**src/design/u2c_pkg.sv**
```systemverilog
// ----------------------------------------------------------------------------
// u2c_pkg: shared types, constants and the code point mapper
// Result record, push bundle and the CP1252 upper-half lookup.
// ----------------------------------------------------------------------------
package u2c_pkg;

  localparam int unsigned QueueDepth = 4;
  localparam int unsigned QueuePtrW  = $clog2(QueueDepth);
  localparam int unsigned QueueCntW  = $clog2(QueueDepth + 1);

  localparam logic [7:0]  QMARK        = 8'h3F;
  localparam logic [7:0]  ASCII_TOP    = 8'h80;
  localparam logic [15:0] MIN_TWO_BYTE = 16'h0080;
  localparam logic [15:0] MIN_THREE    = 16'h0800;
  localparam logic [15:0] LATIN_LO     = 16'h00A0;
  localparam logic [15:0] LATIN_HI     = 16'h00FF;
  localparam logic [15:0] LIMIT_RESET  = 16'hFFFF;

  localparam logic [1:0] CONT_TAG  = 2'b10;
  localparam logic [2:0] LEAD2_TAG = 3'b110;
  localparam logic [3:0] LEAD3_TAG = 4'b1110;

  // Code point of each CP1252 byte 0x80..0x9F, zero where unassigned
  localparam logic [15:0] HI_TABLE [32] = '{
    16'h20AC, 16'h0000, 16'h201A, 16'h0192, 16'h201E, 16'h2026, 16'h2020, 16'h2021,
    16'h02C6, 16'h2030, 16'h0160, 16'h2039, 16'h0152, 16'h0000, 16'h017D, 16'h0000,
    16'h0000, 16'h2018, 16'h2019, 16'h201C, 16'h201D, 16'h2022, 16'h2013, 16'h2014,
    16'h02DC, 16'h2122, 16'h0161, 16'h203A, 16'h0153, 16'h0000, 16'h017E, 16'h0178
  };

  typedef struct packed {
    logic [7:0]  out_byte;
    logic        string_end;
    logic [15:0] byte_count;
  } result_t;

  typedef struct packed {
    logic        valid;
    logic [1:0]  num;
    result_t     r0;
    result_t     r1;
  } push_t;

  function automatic logic [7:0] map_code(input logic [15:0] cp);
    logic [7:0] res;
    res = QMARK;
    if ((cp < MIN_TWO_BYTE) || ((cp >= LATIN_LO) && (cp <= LATIN_HI))) begin
      res = cp[7:0];
    end else begin
      for (int i = 0; i < 32; i++) begin
        if ((HI_TABLE[i] != 16'h0000) && (HI_TABLE[i] == cp)) begin
          res = ASCII_TOP | 8'(i);
        end
      end
    end
    return res;
  endfunction

endpackage

```
**src/design/u2c_decode.sv**
```systemverilog
// ----------------------------------------------------------------------------
// u2c_decode: UTF-8 sequence assembly and CP1252 mapping
// Holds the sequence state and byte count, decodes one byte per accept.
// ----------------------------------------------------------------------------
module u2c_decode (
  input  logic            clk,
  input  logic            rst_n,
  input  logic            cfg_we,
  input  logic [15:0]     cfg_wdata,
  input  logic            accept,
  input  logic [7:0]      in_byte,
  output u2c_pkg::push_t  push
);

  logic [15:0] limit_r;
  logic [1:0]  pend_r, pend_nxt;
  logic [15:0] part_r, part_nxt;
  logic        three_r, three_nxt;
  logic [15:0] cnt_r, cnt_nxt;

  logic        e1, e2, term;
  logic [7:0]  e1_byte, e2_byte;
  logic [15:0] cnt1;
  logic [15:0] pc;
  logic        ok0;

  always_comb begin
    pend_nxt  = pend_r;
    part_nxt  = part_r;
    three_nxt = three_r;
    e1        = 1'b0;
    e2        = 1'b0;
    term      = 1'b0;
    e1_byte   = u2c_pkg::QMARK;
    e2_byte   = u2c_pkg::QMARK;
    pc        = {part_r[9:0], in_byte[5:0]};
    ok0       = (cnt_r < limit_r);
    cnt1      = cnt_r;

    if (in_byte == 8'h00) begin
      e1        = (pend_r != 2'd0) && ok0;
      cnt1      = cnt_r + {15'd0, e1};
      e2        = 1'b1;
      term      = 1'b1;
      e2_byte   = 8'h00;
      pend_nxt  = 2'd0;
      part_nxt  = 16'd0;
      three_nxt = 1'b0;
    end else if ((pend_r != 2'd0) && (in_byte[7:6] == u2c_pkg::CONT_TAG)) begin
      pend_nxt = pend_r - 2'd1;
      if (pend_r == 2'd1) begin
        e1 = ok0;
        if (pc < (three_r ? u2c_pkg::MIN_THREE : u2c_pkg::MIN_TWO_BYTE)) begin
          e1_byte = u2c_pkg::QMARK;
        end else begin
          e1_byte = u2c_pkg::map_code(pc);
        end
        part_nxt = 16'd0;
      end else begin
        part_nxt = pc;
      end
      cnt1 = cnt_r + {15'd0, e1};
    end else begin
      // broken sequence: flag it, then take the byte afresh
      if (pend_r != 2'd0) begin
        e1       = ok0;
        pend_nxt = 2'd0;
        part_nxt = 16'd0;
      end
      cnt1 = cnt_r + {15'd0, e1};
      priority if (in_byte < u2c_pkg::ASCII_TOP) begin
        e2      = (cnt1 < limit_r);
        e2_byte = in_byte;
      end else if (in_byte[7:5] == u2c_pkg::LEAD2_TAG) begin
        part_nxt  = {11'd0, in_byte[4:0]};
        pend_nxt  = 2'd1;
        three_nxt = 1'b0;
      end else if (in_byte[7:4] == u2c_pkg::LEAD3_TAG) begin
        part_nxt  = {12'd0, in_byte[3:0]};
        pend_nxt  = 2'd2;
        three_nxt = 1'b1;
      end else begin
        e2 = (cnt1 < limit_r);
      end
    end

    cnt_nxt = term ? 16'd0 : (cnt1 + {15'd0, e2});

    push.valid         = accept && (e1 || e2);
    push.num           = {1'b0, e1} + {1'b0, e2};
    push.r1.out_byte   = e2_byte;
    push.r1.string_end = term;
    push.r1.byte_count = term ? cnt1 : 16'd0;
    if (e1) begin
      push.r0.out_byte   = e1_byte;
      push.r0.string_end = 1'b0;
      push.r0.byte_count = 16'd0;
    end else begin
      push.r0 = push.r1;
    end
  end

  always_ff @(posedge clk) begin
    if (!rst_n) begin
      limit_r <= u2c_pkg::LIMIT_RESET;
      pend_r  <= 2'd0;
      part_r  <= 16'd0;
      three_r <= 1'b0;
      cnt_r   <= 16'd0;
    end else begin
      if (cfg_we) begin
        limit_r <= cfg_wdata;
      end
      if (accept) begin
        pend_r  <= pend_nxt;
        part_r  <= part_nxt;
        three_r <= three_nxt;
        cnt_r   <= cnt_nxt;
      end
    end
  end

endmodule

```
**src/design/u2c_queue.sv**
```systemverilog
// ----------------------------------------------------------------------------
// u2c_queue: result queue
// Small register queue that takes up to two results a cycle, gives one while out_stall is low.
// ----------------------------------------------------------------------------
module u2c_queue (
  input  logic             clk,
  input  logic             rst_n,
  input  u2c_pkg::push_t   push,
  output logic             full2,
  output logic             out_valid,
  input  logic             out_stall,
  output u2c_pkg::result_t out_res
);

  u2c_pkg::result_t mem_r [u2c_pkg::QueueDepth];

  logic [u2c_pkg::QueuePtrW-1:0] wr_r, wr_nxt, rd_r, rd_nxt, wr_hi;
  logic [u2c_pkg::QueueCntW-1:0] cnt_r, cnt_nxt;
  logic [1:0]                    push_num;
  logic                          pop;

  assign push_num  = push.valid ? push.num : 2'd0;
  assign out_valid = (cnt_r != '0);
  assign out_res   = mem_r[rd_r];
  assign pop       = out_valid && !out_stall;
  // hold off requests unless room for two results remains
  assign full2     = (cnt_r > u2c_pkg::QueueCntW'(u2c_pkg::QueueDepth - 2));

  assign wr_hi   = wr_r + u2c_pkg::QueuePtrW'(1);
  assign wr_nxt  = wr_r + u2c_pkg::QueuePtrW'(push_num);
  assign rd_nxt  = rd_r + u2c_pkg::QueuePtrW'(pop);
  assign cnt_nxt = cnt_r + u2c_pkg::QueueCntW'(push_num) - u2c_pkg::QueueCntW'(pop);

  always_ff @(posedge clk) begin
    if (push_num != 2'd0) begin
      mem_r[wr_r] <= push.r0;
    end
    if (push_num == 2'd2) begin
      mem_r[wr_hi] <= push.r1;
    end
  end

  always_ff @(posedge clk) begin
    if (!rst_n) begin
      wr_r  <= '0;
      rd_r  <= '0;
      cnt_r <= '0;
    end else begin
      wr_r  <= wr_nxt;
      rd_r  <= rd_nxt;
      cnt_r <= cnt_nxt;
    end
  end

endmodule

```
**src/design/utf8_to_cp1252_decoder.sv**
```systemverilog
// ----------------------------------------------------------------------------
// utf8_to_cp1252_decoder: UTF-8 to CP1252 string converter
// Turns a zero-terminated UTF-8 byte stream into CP1252 bytes.
// ----------------------------------------------------------------------------
// Usage:
//   Input channel in_valid/in_stall/in_byte takes one UTF-8 byte per request;
//   a zero byte ends the string. The output channel out_valid/out_stall gives
//   CP1252 bytes; the request that closes a string has out_string_end set,
//   out_byte zero and out_byte_count the bytes produced for that string.
//   cfg_we/cfg_wdata set the output limit (reset 65535); write it only while
//   the block is idle.
//   A byte is decoded combinationally when it is accepted and its results
//   are registered into the result queue. The input takes one byte per cycle
//   while the result queue has room. A byte that yields two results (broken
//   sequence followed by a byte, or the terminator after an unfinished
//   sequence) fills two queue slots, so the input stalls while the four-entry
//   result queue has fewer than two free slots.
//   When the receiver stalls, the queue fills and in_stall rises; nothing
//   is dropped. Reset clears the sequence state, byte count and queue.
// ----------------------------------------------------------------------------
module utf8_to_cp1252_decoder (
  input  logic        clk,
  input  logic        rst_n,
  input  logic        cfg_we,
  input  logic [15:0] cfg_wdata,
  input  logic        in_valid,
  output logic        in_stall,
  input  logic [7:0]  in_byte,
  output logic        out_valid,
  input  logic        out_stall,
  output logic [7:0]  out_byte,
  output logic        out_string_end,
  output logic [15:0] out_byte_count
);

  u2c_pkg::push_t   push;
  u2c_pkg::result_t res;
  logic             accept;
  logic             full2;

  assign in_stall = full2;
  assign accept   = in_valid && !full2;

  u2c_decode u_decode (
    .clk       (clk),
    .rst_n     (rst_n),
    .cfg_we    (cfg_we),
    .cfg_wdata (cfg_wdata),
    .accept    (accept),
    .in_byte   (in_byte),
    .push      (push)
  );

  u2c_queue u_queue (
    .clk       (clk),
    .rst_n     (rst_n),
    .push      (push),
    .full2     (full2),
    .out_valid (out_valid),
    .out_stall (out_stall),
    .out_res   (res)
  );

  assign out_byte       = res.out_byte;
  assign out_string_end = res.string_end;
  assign out_byte_count = res.byte_count;

endmodule

```
**config.mk**
```make
export PLATFORM = sky130hd
export DESIGN_NAME = utf8_to_cp1252_decoder
export DESIGN_NICKNAME = d
export VERILOG_FILES = /design/src/design/u2c_pkg.sv /design/src/design/u2c_decode.sv /design/src/design/u2c_queue.sv /design/src/design/utf8_to_cp1252_decoder.sv
export SDC_FILE = /design/constraint.sdc
export NUM_CORES = 1
export LEC_CHECK = 0
export ABC_AREA = 1
export BUFFER_PORTS_ARGS = -buffer_cell sky130_fd_sc_hd__buf_4
export CAP_MARGIN = 20
export CORE_ASPECT_RATIO = 0.6
export CORE_MARGIN = 2
export CORE_UTILIZATION = 40
export DETAILED_ROUTE_END_ITERATION = 10
export GPL_TIMING_DRIVEN = 0
export PLACE_DENSITY_LB_ADDON = 0.2
export SYNTH_ARGS = -nofsm -noshare
export SYNTH_HDL_FRONTEND = slang
export SYNTH_SLANG_ARGS = --single-unit
```
**constraint.sdc**
```tcl
create_clock -name clk -period 6 [get_ports clk]
set_input_delay 0.9 -clock clk [delete_from_list [all_inputs] [get_ports clk]]
set_output_delay 0.9 -clock clk [all_outputs]
set_load 0.01 [all_outputs]
```
Yosys cells after proc, flatten, opt, wreduce, memory -nomap -nowiden

Memory sizes are Yosys's and may differ from the RTL's. A register that Yosys moved wholly into a read port is not among the register bits.
Cells that the tools add are included.

Register bits: 58
Latch bits: 0
Bits in writable memories: 100
Bits in read-only memories: 0
Bits of input ports: 29
Logic and storage cells: 157
Memories: 1

Add/sub/neg operators: 11
Multipliers: 0
Divide/modulo/power cells: 0
Order comparisons: 8
Equal/unequal tests: 34
Shift-type cells: 0
Mux-type cells: 79
Bitwise operators: 0
Reductions and logical operators: 16

Memories:

| memory        | words | bits a word | rd ports | clocked after memory_dff | write ports | RTL line        | text |
|---|---|---|---|---|---|---|---|
| u_queue.mem_r | 4     | 25          | 1        | 1                        | 2           | u2c_queue.sv:15 | `u2c_pkg::result_t mem_r [u2c_pkg::QueueDepth];` |

Operators with widths:

| cell                 | count |
|---|---|
| $mux 8               | 35 |
| $eq 14x16->1 const A | 17 |
| $mux 16              | 11 |
| $eq 9x16->1 const A  | 8 |
| $add 16x1->16        | 4 |
| $lt 16x16->1         | 3 |
| $eq 10x16->1 const A | 2 |
| $mux 25              | 1 |
| $mux 1               | 23 |
| $ge 16x8->1 const B  | 1 |
| $le 16x8->1 const B  | 1 |
| $lt 16x8->1 const B  | 1 |
| $mux 2               | 8 |
| $mux 12              | 1 |
| $logic_not 8->1      | 1 |
| $lt 8x8->1 const B   | 1 |
| $logic_and 1x1->1    | 6 |
| $reduce_bool 3->1    | 2 |
| $eq 2x2->1 const B   | 2 |
| $eq 4x4->1 const B   | 1 |
| $ne 2x1->1 const B   | 2 |
| $reduce_and 4->1     | 1 |
| $reduce_bool 2->1    | 2 |
| $add 3x2->3          | 1 |
| 11 further kinds     | 13 |

Logic depth before layout (Yosys ltp)

Word-level depth: 34
Mapped depth: 38
Gate-level depth less buffers: 38

Hierarchy

A second synthesis with hierarchy kept.

Cells, all modules: 1,403
Area total of the unflattened synthesis: 10,398.7 um2

By module, submodules not included:

| module                 | instances | cells an instance | area each (um2) | seq. area each (um2) |
|---|---|---|---|---|
| u2c_queue              | 1         | 555               | 5,353.9         | 3,143.0 |
| u2c_decode             | 1         | 846               | 5,034.8         | 900.9 |
| utf8_to_cp1252_decoder | 1         | 2                 | 10.0            | 0.0 |

Worst setup path after synthesis

Ideal clock, no wire load.

Kind: register to register
From: register u_decode.cnt_r[1]
To: memory u_queue.mem_r[1][0] in the netlist's numbering, enable pin
Library setup time: 0.442 ns
Arrival: 5.714 ns
Setup slack: -0.156 ns
Cell stages (with the launch flop): 29
Clock period less this slack: 6.156 ns
Cell sequence: dfxtp_1 ha_1 a21oi_1 o21ai_1 nor3b_1 o21ai_1 nand3_1 inv_1 ha_1 ha_1 inv_1 nor2_4 nand2_1 inv_1 nand2_1 nand2_1 inv_1 ha_1 nand2_1 o21ai_0 a21oi_1 o221ai_1 nand4_1 a21oi_1 inv_1 ha_1 nor3b_1 nor2_1 o21ai_0

RTL lines:

| what                   | RTL line          | text |
|---|---|---|
| from (decl)            | u2c_decode.sv:19  | `logic [15:0] cnt_r, cnt_nxt;` |
| from (signal assigned) | u2c_decode.sv:118 | `cnt_r <= cnt_nxt;` |
| to (decl)              | u2c_queue.sv:15   |  |

==> flow_results.org <==
** Logic synthesis
- During synthesis, Yosys emitted a total of 0 warnings.
- Fraction of the mapped netlist area in simple logic gates :: 0.260
- Count of flip-flops with a built-in enable after synthesis :: 100
- Net count of the mapped netlist :: 1368
- Among all cell types in the netlist, the one instantiated most often is nand2_1.
- Post-synthesis mux area share :: 0
- Complex-gate fraction of the synthesized area :: 0.148
- Of the post-synthesis cell area, the dominant cell type holds 0.310.
- The synthesized design spends more area on one cell type than any other, namely edfxtp_1.
- Share of synthesized area occupied by flip-flops and latches :: 0.417
- The synthesized design contains 152 register bits.
- Adder-Cell Fraction of Synth Area :: 0.0614
- The mapped netlist covers 9700 um2.
- Number of distinct library cells after synthesis :: 52
- Cells taking the most area after synthesis :: edfxtp_1 (31%), dfxtp_1 (11%), nand2_1 (9.4%), nor2_1 (7.3%), inv_1 (6.5%)
- The average instance in the mapped netlist occupies 7.51 um2.
- By area, the combinational part of the netlist is dominated by simple AND/OR/NAND/NOR gates.
- Counting instances in the post-synthesis netlist gives the leading cell types as nand2_1 (244), nor2_1 (188), inv_1 (167).
- Synthesized netlist cell count :: 1292
- Most frequently used flop master after synthesis :: edfxtp_1
- Post-synthesis xor/xnor area fraction :: 0.0178
- Async set or reset register ratio after synthesis :: 0

** Timing
- Final Hold Slack :: 0.475 ns
- Post-route clock skew :: 0.0119 ns
- Fmax :: 177 MHz
- Final setup violation count :: 0
- In the finished design, the share of the clock period the worst path needs comes to 0.939.
- After layout, the minimum clock period comes to 5.64 ns.
- The total count of max-transition violations in the final report was 0.
- Setup tns final :: 0 ns
- In the post-route analysis, the smallest setup slack over all paths is 0.365 ns.
- The number of hold violations in the final report is 0.
- Relative slew slack :: 0.393
- Slew at the pin with the worst max-slew slack :: 0.904 ns

** Worst hold path
- Type of the most critical hold path :: register to register

** Global route
- Global Route met1 Usage :: 0.389
- Summed over all layers, the global routing overflow is 0.
- Gr usage total :: 0.248
- In the global route stage, met2 resource usage came out at 0.337.
- The number of antenna violations at the first check in global routing was 0.
- For this run, global-route usage on met3 was measured as 0.0583.
- The first global-routing pass estimated 48300 um of wire.
- Largest net degree at the start of global routing :: 23
- Routing layer with the top usage in global route :: met1
- Number of global-route vias before repair :: 8628

** Finish
- Measured on the finished design, the core utilization comes to 0.484.
- The repair_antennas step left the layout with diodes totalling 0.
- Of the cells placed in the final design, the portion with a size suffix greater than 1 is 0.156.
- The finished cells cover 11600 um2.
- Finished Layout Cells :: 1717
- Relative to the synthesized area, the layout overhead comes to 19.7%.
- In the final design database the tool counted 1458 nets.

** Pwr
- Summing internal, switching and leakage power gives 3.45 mW.
- Ratio of total power to cell area :: 297 nW/um2
- Maximum vdd ir drop :: 0.000186 V
- The analysis attributes to cell leakage a power of 5.13 nW.

** Placement
- Placer Congestion :: 0.946
- The count of buffers added on input and output ports is 52.
- Post-DP HPWL :: 22400 um
- Setup slack at placement :: -0.868 ns
- After detailed placement, the total cell area comes to 10600 um2.
- Number of placed instances, taps included :: 1669

** Routing
- Initial drt markers :: 998
- Wire length per cell :: 18.2 um
- Wire length after detailed routing :: 31200 um
- Post-detailed-route DRC marker count :: 0
- Post-route antenna net violation count :: 0
- Using the TritonRoute via totals, the vias-per-cell ratio works out to 5.42.
- Via Count :: 9301
- TritonRoute pass-1 iters :: 6

** Floorplan
- Effective utilization at floorplan :: 0.404
- Area of the die :: 25600 um2
- The floorplan step defined a core boundary enclosing 24000 um2.
- Floorplan row count :: 44
- Vert. Die Dim :: 125 um
- Boundary pin count :: 56
- Die span in x :: 205 um

** Clock network
- H-tree depth :: 4
- The number of clock buffers added by TritonCTS is 17.
- Clock input transition at the sequential cells of the worst setup and hold paths :: 0.07 ns
- CTS tree :: yes
- Library cell used as clock root buffer :: clkbuf_16
- The number of hold buffers added after CTS was 0.
- At the later pin of the worst-skew pair, clock insertion delay measures 0.44 ns.
- In this run the deepest clock path goes through 2 buffers.
- CTS saw 152 sinks.

** Flow run
- Max cap viols :: 0

** Setup path
- The critical path is of the register to register type.
- CP endpoint kind :: register
- Along the worst path, the maximum fanout reaches 10.
- STA classifies the critical path startpoint as a register.
- Data on the critical path arrives at its endpoint at 5.79 ns.
- Endpoint required time on the critical path :: 6.15 ns

** Outcome
- The flow ran to the end, and the final reports show no timing, DRC or antenna violations.
[report_power, final]
group	internal [mW]	total, mW	switching [mW]
Clock	0.701	1.17	0.474
Combinational	0.363	1.03	0.663
Sequential	1.21	1.24	0.0383
Total	2.27	3.45	1.17
[area by class of cell]
cell class                 count  area, um2
clock inverter                13        190
sequential                   152       4050
multi-input combinational    907       4960
fill                        2422      12400
clock buffer                  19        433
inverter                     189        714
tap                          322        403
buffer                        45        233
timing repair buffer          70        626
[per-layer routing]
| layer | vias up | wire length, um |
|---|---|---|
| met3 | 33 | 3260 |
| met4 | 0 | 360 |
| met1 | 4348 | 15000 |
| li1 | 4494 | - |
| met2 | 426 | 12600 |
| met5 | - | 0 |
[repair_timing]
| item | in CTS | in global routing |
|---|---|---|
| pin swaps | 5 | 9 |
| setup endpoints to repair | 206 | 203 |
| setup buffers | 2 | 10 |
| resized for setup | 27 | 33 |
| gates cloned | 1 | 3 |
[placed cells by master (no fill, tap or decap), types with 4 or more instances in the layout]
master	n
clkbuf_1	28
nand4_1	27
nor2_4	9
o21ai_2	5
dfxtp_1	46
nor2_1	182
or2_2	4
inv_2	22
nand2_4	4
o22ai_1	25
buf_4	67
inv_1	165
nor3_2	5
a21oi_1	66
inv_6	4
buf_6	6
o21ai_0	116
buf_2	6
bufinv_16	4
ha_1	45
edfxtp_1	100
xor2_1	12
nand2_2	12
nand2_1	239
buf_12	4
nor2_2	8
o21ai_1	14
o21ai_4	6
dfxtp_2	6
clkbuf_16	19
nor3_1	15
a22oi_1	5
nand3_1	66
[state kept, by name (all words and copies together) (netlist names)]
| signal | flops |
|---|---|
| u_decode.cnt_r | 16 |
| u_decode.limit_r | 16 |
| u_decode.part_r | 10 |
| u_decode.pend_r | 2 |
| u_decode.three_r | 1 |
| u_queue.cnt_r | 3 |
| u_queue.mem_r | 100 |
| u_queue.rd_r | 2 |
| u_queue.wr_r | 2 |
[cell families (layout without fill, tap and decap cells)]
logic type               Yosys count  after routing
buffers and inverters            234            336
XOR/XNOR                          18             18
adder cells (fa/ha/maj)           47             47
AO/OA/AOI/OAI                    259            260
AND/OR/NAND/NOR                  582            582
flip-flops                       152            152
[critical path: stages (launching register included)]
cell and delay (ns):
dfxtp_1 0.47, ha_1 0.29, a21oi_1 0.12, o21ai_0 0.15, a21oi_4 0.22, nand3_2 0.14, inv_2 0.13, ha_1 0.19
ha_1 0.19, inv_1 0.08, nor2_4 0.18, buf_4 0.15, nand3_1 0.08, xor2_1 0.66, inv_1 0.11, ha_1 0.30
nand4_1 0.16, a21oi_4 0.28, inv_1 0.11, ha_1 0.30, nor2_1 0.13, inv_2 0.11, nor2_4 0.14, inv_1 0.06
clkbuf_4 0.20, o21ai_4 0.15, clkbuf_16 0.22
[final timing paths]
| kind | start | endpoint | slack [ns] | cells past startpoint |
|---|---|---|---|---|
| hold / removal | u_decode.three_r$_SDFFE_PN0P_ | u_decode.three_r$_SDFFE_PN0P_ | 0.48 | 2 |
| setup / recovery | u_decode.cnt_r[13]$_SDFFE_PN0P_ | u_queue.mem_r[2][16]$_DFFE_PP_ | 0.36 | 26 |
| setup reg to reg | u_decode.cnt_r[13]$_SDFFE_PN0P_ | u_queue.mem_r[2][16]$_DFFE_PP_ | 0.36 | 26 |
| hold reg to reg | u_decode.three_r$_SDFFE_PN0P_ | u_decode.three_r$_SDFFE_PN0P_ | 0.48 | 2 |
No activity file was read; power rests on OpenSTA's default activity.
